## config.mk

```make
export PLATFORM = sky130hd
export DESIGN_NAME = sha256_message_digest
export DESIGN_NICKNAME = d
export VERILOG_FILES = /design/src/rtl/sha256_pkg.sv /design/src/rtl/sha256_message_digest.sv
export SDC_FILE = /design/constraint.sdc
export NUM_CORES = 2
export LEC_CHECK = 0
export BUFFER_PORTS_ARGS = -buffer_cell sky130_fd_sc_hd__buf_2
export CELL_PAD_IN_SITES_DETAIL_PLACEMENT = 1
export CELL_PAD_IN_SITES_GLOBAL_PLACEMENT = 1
export CORE_UTILIZATION = 30
export CTS_CLUSTER_DIAMETER = 80
export DETAILED_ROUTE_END_ITERATION = 16
export HOLD_SLACK_MARGIN = 0.15
export MAX_ROUTING_LAYER = met4
export PLACE_DENSITY = 0.58
export SLEW_MARGIN = 0
export SYNTH_ARGS = -nofsm -noshare
export SYNTH_HDL_FRONTEND = slang
export SYNTH_SLANG_ARGS = --single-unit
```

## constraint.sdc

```tcl
create_clock -name clk_i -period 23.7 [get_ports clk_i]
set_input_delay 4.74 -clock clk_i [delete_from_list [all_inputs] [get_ports clk_i]]
set_output_delay 4.74 -clock clk_i [all_outputs]
set_load 0.03 [all_outputs]
```

## src/rtl/sha256_pkg.sv

```systemverilog
// ----------------------------------------------------------------------------
// sha256_pkg
// types, constants and round functions of the sha-256 message digest
// ----------------------------------------------------------------------------
package sha256_pkg;

  typedef struct packed {
    logic [7:0] data_byte;
    logic       has_byte;
    logic       end_of_message;
  } sha_in_t;

  typedef struct packed {
    logic [31:0] digest_word;
    logic [2:0]  word_index;
    logic        last_word;
  } sha_out_t;

  typedef logic [7:0][31:0] hash_t;

  localparam logic [7:0] PadMark   = 8'h80;
  localparam logic [5:0] LengthPos = 6'd56;

  // element 0 is the most significant digest word
  localparam hash_t HashInit = {
    32'h5be0cd19, 32'h1f83d9ab, 32'h9b05688c, 32'h510e527f,
    32'ha54ff53a, 32'h3c6ef372, 32'hbb67ae85, 32'h6a09e667
  };

  function automatic logic [31:0] rotr(input logic [31:0] v, input int unsigned s);
    rotr = (v >> s) | (v << (32 - s));
  endfunction

  function automatic logic [31:0] big_sigma0(input logic [31:0] x);
    big_sigma0 = rotr(x, 2) ^ rotr(x, 13) ^ rotr(x, 22);
  endfunction

  function automatic logic [31:0] big_sigma1(input logic [31:0] x);
    big_sigma1 = rotr(x, 6) ^ rotr(x, 11) ^ rotr(x, 25);
  endfunction

  function automatic logic [31:0] small_sigma0(input logic [31:0] x);
    small_sigma0 = rotr(x, 7) ^ rotr(x, 18) ^ (x >> 3);
  endfunction

  function automatic logic [31:0] small_sigma1(input logic [31:0] x);
    small_sigma1 = rotr(x, 17) ^ rotr(x, 19) ^ (x >> 10);
  endfunction

  function automatic logic [31:0] round_k(input logic [5:0] t);
    logic [31:0] k;
    case (t)
      6'd0:  k = 32'h428a2f98;  6'd1:  k = 32'h71374491;
      6'd2:  k = 32'hb5c0fbcf;  6'd3:  k = 32'he9b5dba5;
      6'd4:  k = 32'h3956c25b;  6'd5:  k = 32'h59f111f1;
      6'd6:  k = 32'h923f82a4;  6'd7:  k = 32'hab1c5ed5;
      6'd8:  k = 32'hd807aa98;  6'd9:  k = 32'h12835b01;
      6'd10: k = 32'h243185be;  6'd11: k = 32'h550c7dc3;
      6'd12: k = 32'h72be5d74;  6'd13: k = 32'h80deb1fe;
      6'd14: k = 32'h9bdc06a7;  6'd15: k = 32'hc19bf174;
      6'd16: k = 32'he49b69c1;  6'd17: k = 32'hefbe4786;
      6'd18: k = 32'h0fc19dc6;  6'd19: k = 32'h240ca1cc;
      6'd20: k = 32'h2de92c6f;  6'd21: k = 32'h4a7484aa;
      6'd22: k = 32'h5cb0a9dc;  6'd23: k = 32'h76f988da;
      6'd24: k = 32'h983e5152;  6'd25: k = 32'ha831c66d;
      6'd26: k = 32'hb00327c8;  6'd27: k = 32'hbf597fc7;
      6'd28: k = 32'hc6e00bf3;  6'd29: k = 32'hd5a79147;
      6'd30: k = 32'h06ca6351;  6'd31: k = 32'h14292967;
      6'd32: k = 32'h27b70a85;  6'd33: k = 32'h2e1b2138;
      6'd34: k = 32'h4d2c6dfc;  6'd35: k = 32'h53380d13;
      6'd36: k = 32'h650a7354;  6'd37: k = 32'h766a0abb;
      6'd38: k = 32'h81c2c92e;  6'd39: k = 32'h92722c85;
      6'd40: k = 32'ha2bfe8a1;  6'd41: k = 32'ha81a664b;
      6'd42: k = 32'hc24b8b70;  6'd43: k = 32'hc76c51a3;
      6'd44: k = 32'hd192e819;  6'd45: k = 32'hd6990624;
      6'd46: k = 32'hf40e3585;  6'd47: k = 32'h106aa070;
      6'd48: k = 32'h19a4c116;  6'd49: k = 32'h1e376c08;
      6'd50: k = 32'h2748774c;  6'd51: k = 32'h34b0bcb5;
      6'd52: k = 32'h391c0cb3;  6'd53: k = 32'h4ed8aa4a;
      6'd54: k = 32'h5b9cca4f;  6'd55: k = 32'h682e6ff3;
      6'd56: k = 32'h748f82ee;  6'd57: k = 32'h78a5636f;
      6'd58: k = 32'h84c87814;  6'd59: k = 32'h8cc70208;
      6'd60: k = 32'h90befffa;  6'd61: k = 32'ha4506ceb;
      6'd62: k = 32'hbef9a3f7;  6'd63: k = 32'hc67178f2;
      default: k = 32'h0;
    endcase
    round_k = k;
  endfunction

endpackage

```

## src/rtl/sha256_message_digest.sv

```systemverilog
// ----------------------------------------------------------------------------
// sha256_message_digest
// sha-256 hash of a byte stream, eight digest words per message
// ----------------------------------------------------------------------------
// Message bytes are taken one item per cycle while a block fills. The 64th
// byte of each block starts the compression, which runs one round per cycle
// through a single round unit and a 16-word schedule window, then adds into
// the hash in an add step; no item is accepted during the compression.
// On end of message the padding bytes (0x80, zeros, 64-bit length) are pushed
// one per cycle, followed by one or two compressions and the eight digest
// words, one per cycle as the output side takes them. The block then returns
// to the initial hash values for the next message.
module sha256_message_digest
  import sha256_pkg::*;
(
  input  logic     clk_i,
  input  logic     rst_ni,
  input  logic     in_valid_i,
  output logic     in_stall_o,
  input  sha_in_t  in_item_i,
  output logic     out_valid_o,
  input  logic     out_stall_i,
  output sha_out_t out_item_o
);

  typedef enum logic [4:0] {
    StIdle  = 5'b00001,
    StPad   = 5'b00010,
    StRound = 5'b00100,
    StAdd   = 5'b01000,
    StOut   = 5'b10000
  } state_e;

  state_e        state_q, state_d;
  hash_t         hash_q, hash_d;
  logic [511:0]  block_q, block_d;
  logic [7:0][31:0] vars_q, vars_d;
  logic [5:0]    fill_q, fill_d;
  logic [63:0]   total_q, total_d;
  logic [5:0]    round_q, round_d;
  logic [2:0]    widx_q, widx_d;
  logic          pad_q, pad_d;
  logic          mark_q, mark_d;
  logic          len_q, len_d;

  logic          push;
  logic [7:0]    push_byte;
  logic [5:0]    fill_inc;
  logic [2:0]    len_sel;
  logic [63:0]   len_shift;
  logic [31:0]   w0, w1, w9, w14, w_new;
  logic [31:0]   t1, t2;
  logic          in_acc, out_acc;

  assign in_stall_o  = (state_q != StIdle);
  assign in_acc      = in_valid_i && !in_stall_o;
  assign out_valid_o = (state_q == StOut);
  assign out_acc     = out_valid_o && !out_stall_i;

  assign out_item_o.digest_word = hash_q[widx_q];
  assign out_item_o.word_index  = widx_q;
  assign out_item_o.last_word   = (widx_q == 3'd7);

  // schedule window: word 0 sits in the top bits
  assign w0  = block_q[511 -: 32];
  assign w1  = block_q[479 -: 32];
  assign w9  = block_q[223 -: 32];
  assign w14 = block_q[63 -: 32];
  assign w_new = w0 + small_sigma0(w1) + w9 + small_sigma1(w14);

  // vars: 0 = a ... 7 = h
  assign t1 = vars_q[7] + big_sigma1(vars_q[4])
            + ((vars_q[4] & vars_q[5]) ^ (~vars_q[4] & vars_q[6]))
            + round_k(round_q) + w0;
  assign t2 = big_sigma0(vars_q[0])
            + ((vars_q[0] & vars_q[1]) ^ (vars_q[0] & vars_q[2])
               ^ (vars_q[1] & vars_q[2]));

  // length bytes go out most significant first at fill 56..63
  assign len_sel   = fill_q[2:0];
  assign len_shift = total_q >> {3'(3'd7 - len_sel), 3'b000};
  assign fill_inc  = fill_q + 6'd1;

  always_comb begin
    push      = 1'b0;
    push_byte = in_item_i.data_byte;
    state_d   = state_q;
    hash_d    = hash_q;
    block_d   = block_q;
    vars_d    = vars_q;
    fill_d    = fill_q;
    total_d   = total_q;
    round_d   = round_q;
    widx_d    = widx_q;
    pad_d     = pad_q;
    mark_d    = mark_q;
    len_d     = len_q;

    case (state_q)
      StIdle: begin
        if (in_acc) begin
          if (in_item_i.has_byte) begin
            push    = 1'b1;
            total_d = total_q + 64'd8;
          end
          if (in_item_i.end_of_message) begin
            pad_d = 1'b1;
            if (!(in_item_i.has_byte && fill_inc == 6'd0)) begin
              state_d = StPad;
            end
          end
        end
      end
      StPad: begin
        push = 1'b1;
        if (!mark_q) begin
          push_byte = PadMark;
          mark_d    = 1'b1;
        end else if (len_q || fill_q == LengthPos) begin
          push_byte = len_shift[7:0];
          len_d     = 1'b1;
        end else begin
          push_byte = 8'h00;
        end
      end
      StRound: begin
        block_d = {block_q[479:0], w_new};
        vars_d  = {vars_q[6:4], vars_q[3] + t1, vars_q[2:0], t1 + t2};
        round_d = round_q + 6'd1;
        if (round_q == 6'd63) begin
          state_d = StAdd;
        end
      end
      StAdd: begin
        for (int i = 0; i < 8; i++) begin
          hash_d[i] = hash_q[i] + vars_q[i];
        end
        if (len_q) begin
          state_d = StOut;
        end else if (pad_q) begin
          state_d = StPad;
        end else begin
          state_d = StIdle;
        end
      end
      StOut: begin
        if (out_acc) begin
          widx_d = widx_q + 3'd1;
          if (widx_q == 3'd7) begin
            state_d = StIdle;
            hash_d  = HashInit;
            total_d = 64'd0;
            fill_d  = 6'd0;
            pad_d   = 1'b0;
            mark_d  = 1'b0;
            len_d   = 1'b0;
          end
        end
      end
      default: begin
        state_d = StIdle;
      end
    endcase

    if (push) begin
      block_d = {block_q[503:0], push_byte};
      fill_d  = fill_inc;
      if (fill_inc == 6'd0) begin
        // full block: load a..h from the hash and start the rounds
        state_d = StRound;
        vars_d  = hash_q;
        round_d = 6'd0;
      end
    end
  end

  always_ff @(posedge clk_i or negedge rst_ni) begin
    if (!rst_ni) begin
      state_q <= StIdle;
      hash_q  <= HashInit;
      fill_q  <= 6'd0;
      total_q <= 64'd0;
      round_q <= 6'd0;
      widx_q  <= 3'd0;
      pad_q   <= 1'b0;
      mark_q  <= 1'b0;
      len_q   <= 1'b0;
    end else begin
      state_q <= state_d;
      hash_q  <= hash_d;
      fill_q  <= fill_d;
      total_q <= total_d;
      round_q <= round_d;
      widx_q  <= widx_d;
      pad_q   <= pad_d;
      mark_q  <= mark_d;
      len_q   <= len_d;
    end
  end

  always_ff @(posedge clk_i) begin
    block_q <= block_d;
    vars_q  <= vars_d;
  end

endmodule

```

### Word-level counts from Yosys, hierarchy flattened

Memories as Yosys holds them, arrays and structs flattened.
Cells that the tools add are included.

| word-level totals | value |
|---|---|
| memories kept | 1 |
| bits in registers | 1111 |
| input bits | 14 |
| ROM bits | 2048 |

| cells by class | value |
|---|---|
| add/sub/neg operators | 23 |
| bitwise logic cells | 27 |
| shift-type cells | 1 |
| reductions and logical operators | 21 |
| multiplexer cells | 48 |
| eq/ne operators | 16 |
| $lt $le $gt $ge | 1 |

Memory list:

| memory | depth | bits a word | read ports | clocked after Yosys merged registers in | wr ports | RTL line | source |
|---|---|---|---|---|---|---|---|
| (no name shown) | 64 | 32 | 1 | 0 | 0 | sha256_pkg.sv:52 | `case (t)` |

Operators by type and width:

| operator | count |
|---|---|
| $mux 256 | 5 |
| $mux 512 | 2 |
| $add 32x32->32 | 18 |
| $pmux 256 s2 | 1 |
| $xor 32x32->32 | 9 |
| $mux 64 | 4 |
| $and 32x32->32 | 5 |
| $pmux 64 s2 | 1 |
| $bmux 32 s3 | 1 |
| $add 64x4->64 const B | 1 |
| $shr 64x6->8 | 1 |
| $mux 5 | 9 |
| $mux 6 | 7 |
| $mux 32 | 1 |
| $not 32->32 | 1 |
| $or 10x32->32 | 1 |
| $or 13x32->32 | 1 |
| $or 14x32->32 | 1 |
| $or 15x32->32 | 1 |
| $or 19x32->32 | 1 |
| $or 21x32->32 | 1 |
| $or 25x32->32 | 1 |
| $or 26x32->32 | 1 |
| $or 30x32->32 | 1 |
| 30 further kinds | 62 |

### Depth between registers and ports, before layout

| depth | value |
|---|---|
| word-level depth | 11 |
| mapped depth | 36 |
| depth with buffers taken out | 35 |

### Least setup slack after synthesis

OpenSTA, ideal clock, no wires.

| timing path | value |
|---|---|
| kind | input to register |
| start | input in_valid_i |
| end | register block_q[0] (enable) |
| slack | 6.014 ns |
| data required time | 20.059 ns |
| cell stages on the path | 4 |
| path buffers | 2 |
| data arrival time | 14.045 ns |
| path through | a31oi_1 > clkbuf_1 > clkbuf_1 > nand2_1 |

| on the way | value |
|---|---|
| cells in the longest elaborated chain, start to end | 4 |

RTL lines:

| item | RTL line | source |
|---|---|---|
| start: declaration | sha256_message_digest.sv:18 | `input logic in_valid_i,` |
| $logic_and 1x1->1 | sha256_message_digest.sv:56 | `assign in_acc = in_valid_i && !in_stall_o;` |
| $mux 1 | sha256_message_digest.sv:101 | `if (in_acc) begin` |
| $pmux 1 s2 | sha256_message_digest.sv:99 | `case (state_q)` |
| $reduce_bool 2->1 (no line) | -- |  |
| end signal: assignment | sha256_message_digest.sv:202 | `block_q <= block_d;` |
| end: declaration | sha256_message_digest.sv:36 | `logic [511:0] block_q, block_d;` |

No other way between the ends.
A chain may end at the register's enable or synchronous reset.

==> impl_metrics.ini <==
[grt]
grt_antenna_before_repair = 10
grt_max_degree = 219
grt_pass1_wl_mm = 427.4
track_usage_pct = 22.58
overflow = 0
grt_pass1_vias = 64880

[cts]
cts_setup_buffers = 0
tritoncts = yes
cts.sinks = 1108
clockBufferDepth = 3
clock_latency_ps = 830
cts_root_buf = clkbuf_16
cts.clk_slew.worst_paths_ps = 60
cts_resized = 0
ctsHoldBuffers = 0
h-tree-depth = 4
numCtsBuffers = 149

[die]
coreArea_mm2 = 0.2514
die_h_um = 505.0
fp-row-count = 184
die_w_um = 505.0
initial_core_util_pct = 30.19
die-area_mm2 = 0.2550
ioPinCount = 52

[critical_path]
crit_arrival_ps = 10630
reg2regPathDepth = 34
worstSetupEndpointType = flop
worstReg2RegStart = round_q[0]
critPathKind = reg2reg
worst_path_most_repeated_cell = o21ai_0
path_max_fanout = 19
slowest_stage = dfrtp_1
start_kind = flop
r2r_slack_ps = 13800
max_stage_delay_ps = 810
rr_endpoint = vars_q[30]
cp.required_ps = 24430

[timing]
max_freq_mhz = 101.1
setup_viol = 0
whs_ps = 484.1
rsz0062_at_grt = false
relSlewSlack_pct = 12.85
fin_crit_sh_pct = 41.75
period_minus_slack_ps = 9895
worst_slew_pin_slew_ps = 1307
finalMaxSlewViolations = 0
skew_ps = 74.75
finalHoldViolCount = 0
setup_tns_ps = 0

[placed_design]
post_dp_cell_area_mm2 = 0.07923
dp.cells = 11730
io_buffers = 51
dpl.hpwl_mm = 209.1
gp_congestion = 0.9211

[route]
routed.top_layer = met4
routedLengthMet1_mm = 134.0
first_pass_iters = 12
drc = 24
drt_iter0_markers = 4684
met3_length_mm = 11.18
drtAntennaViolNets = 0
wl_met2_mm = 131.2
wl_per_cell_um = 23.62
wl_mm = 283.8
vias_per_cell = 5.260
via_count = 63200

[cells_and_area]
syn_to_final_growth_pct = 11.06
stdcell_count = 12010
fillers = 29230
fin_nets = 9148
final_area_mm2 = 0.08429
drive_gt1_share_pct = 8.360

[logic_synthesis]
synth-async-reset-ratio_pct = 30.69
synth_ff_type = edfxtp_1
synthDominantCellAreaShare_pct = 20.26
syn_area_mm2 = 0.07590
synth_seq_cells = 1108
synth_nets = 9378
synthCells = 8767
synth-edff-count = 512
ys_warn_count = 0
yosysUniqueCellTypes = 99
yosysTopAreaCell = edfxtp_1
synth-seq-area-share_pct = 38.45
synth.area.top_cells = edfxtp_1, nand2_1, dfxtp_1, dfrtp_1, ha_1
syn_avg_cell_area_um2 = 8.657

[run_status]
violations = DRC
run_status = complete, but fails checks

[min_path]
hold_depth = 2
min-delay-path-class = reg2reg
hold_start = vars_q[168]
hold_end = vars_q[200]

[job]
maxCapViolCount = 0
[critical path, delay by kind of cell, from the launching register on]
family                   cells  cell delay, ps
buffers and inverters        4             900
AND/OR/NAND/NOR              5             910
flip-flops                   1             810
multiplexers                 1             330
XOR/XNOR                     1             190
AO/OA/AOI/OAI               17            3740
adder cells (fa/ha/maj)      6            2900
[worst max path at each step]
stage / from / end / slack (ps) / cells after the start
3_3_place_gp: round_q[0] / vars_q[30] / 13980 / 34
5_1_grt: round_q[0] / vars_q[30] / 13130 / 34
3_5_place_dp: round_q[0] / vars_q[30] / 13900 / 34
4_1_cts: round_q[0] / vars_q[30] / 13860 / 34
2_1_floorplan: in_valid_i / block_q[0] / 6010 / 4
6_report: round_q[0] / vars_q[30] / 13800 / 34
[stage by stage]
step / utilization (%) / setup slack, ps
after floorplan: - / 6014
after global placement: 31.51 / 13980
after detailed placement: 31.51 / 13900
after CTS: 33.52 / 13860
after global routing: 33.52 / 13130
final: 33.53 / 13800
[synthesized netlist by cell type (12+ instances only)]
| cell type | n |
|---|---|
| fa_1 | 197 |
| o22ai_1 | 13 |
| and3_1 | 55 |
| o21ai_0 | 556 |
| xor2_1 | 295 |
| edfxtp_1 | 512 |
| o311ai_0 | 12 |
| clkbuf_1 | 472 |
| inv_1 | 490 |
| o21bai_1 | 45 |
| a22oi_1 | 13 |
| o31ai_1 | 36 |
| nor2_1 | 618 |
| a22o_1 | 12 |
| nand2b_1 | 76 |
| a21o_1 | 186 |
| or2_2 | 22 |
| a21oi_1 | 522 |
| o211ai_1 | 34 |
| mux4_2 | 81 |
| nand2_1 | 2077 |
| o21a_1 | 47 |
| nand3_1 | 136 |
| dfxtp_1 | 256 |
| a31oi_1 | 240 |
| or3_1 | 32 |
| and2_1 | 22 |
| buf_1 | 44 |
| mux2i_1 | 26 |
| a211oi_1 | 43 |
| mux2_2 | 68 |
| nand4_1 | 27 |
| nand3b_1 | 16 |
| nor2b_1 | 45 |
| nor3_1 | 110 |
| dfstp_2 | 137 |
| ha_1 | 400 |
| dfrtp_1 | 203 |
| o21ai_1 | 34 |
| xnor2_1 | 324 |
[final cells by class]
type | instances | area [um2] | share of cell area, %
Antenna cell | 6 | 15.01 | 0.01781
Tap cell | 3348 | 4189 | 4.970
Clock inverter | 69 | 875.8 | 1.039
Multi-Input combinational cell | 6646 | 42990 | 51.01
Clock buffer | 205 | 4170 | 4.948
Inverter | 493 | 1851 | 2.195
Sequential cell | 1108 | 29200 | 34.64
Timing Repair Buffer | 139 | 1001 | 1.188
[layer usage]
metal,GRT usage [%],vias up
met5,-,-
met4,5.902,0
met3,2.361,333
met1,30.79,32030
li1,-,29580
met2,35.57,1248
[sequential cells by signal, summed over array words and instances, names as in the netlist]
name / cells
total_q: 61
state_q: 5
fill_q: 6
len_q: 1
hash_q: 256
pad_q: 1
mark_q: 1
vars_q: 256
round_q: 6
block_q: 512
widx_q: 3
[cells in the final DEF, fill, tap and decap left out, types with 36 or more instances in the layout]
| cell | instances |
|---|---|
| xor2_1 | 295 |
| nand2b_1 | 76 |
| mux4_2 | 81 |
| o21a_1 | 47 |
| a31oi_1 | 239 |
| nor3_1 | 109 |
| nand3_1 | 136 |
| dfstp_2 | 137 |
| edfxtp_1 | 512 |
| nand2_1 | 2073 |
| o21bai_1 | 45 |
| dfrtp_1 | 196 |
| inv_1 | 490 |
| ha_1 | 400 |
| buf_2 | 50 |
| a21oi_1 | 522 |
| a211oi_1 | 43 |
| mux2_2 | 68 |
| nor2_1 | 617 |
| and3_1 | 55 |
| nor2b_1 | 44 |
| buf_4 | 82 |
| o31ai_1 | 36 |
| dfxtp_1 | 256 |
| xnor2_1 | 324 |
| fa_1 | 197 |
| clkbuf_16 | 150 |
| a21o_1 | 186 |
| o21ai_0 | 556 |
[cell families after synthesis]
kind of cell | share of synthesized area (%)
multiplexers | 3.755
AO/OA/AOI/OAI | 15.82
flip-flops | 38.45
AND/OR/NAND/NOR | 17.98
adder cells (fa/ha/maj) | 11.84
XOR/XNOR | 7.143
buffers and inverters | 5.017
Power is not shown: default switching activity piles up to over one toggle a cycle in this logic, so the estimate is an artifact.
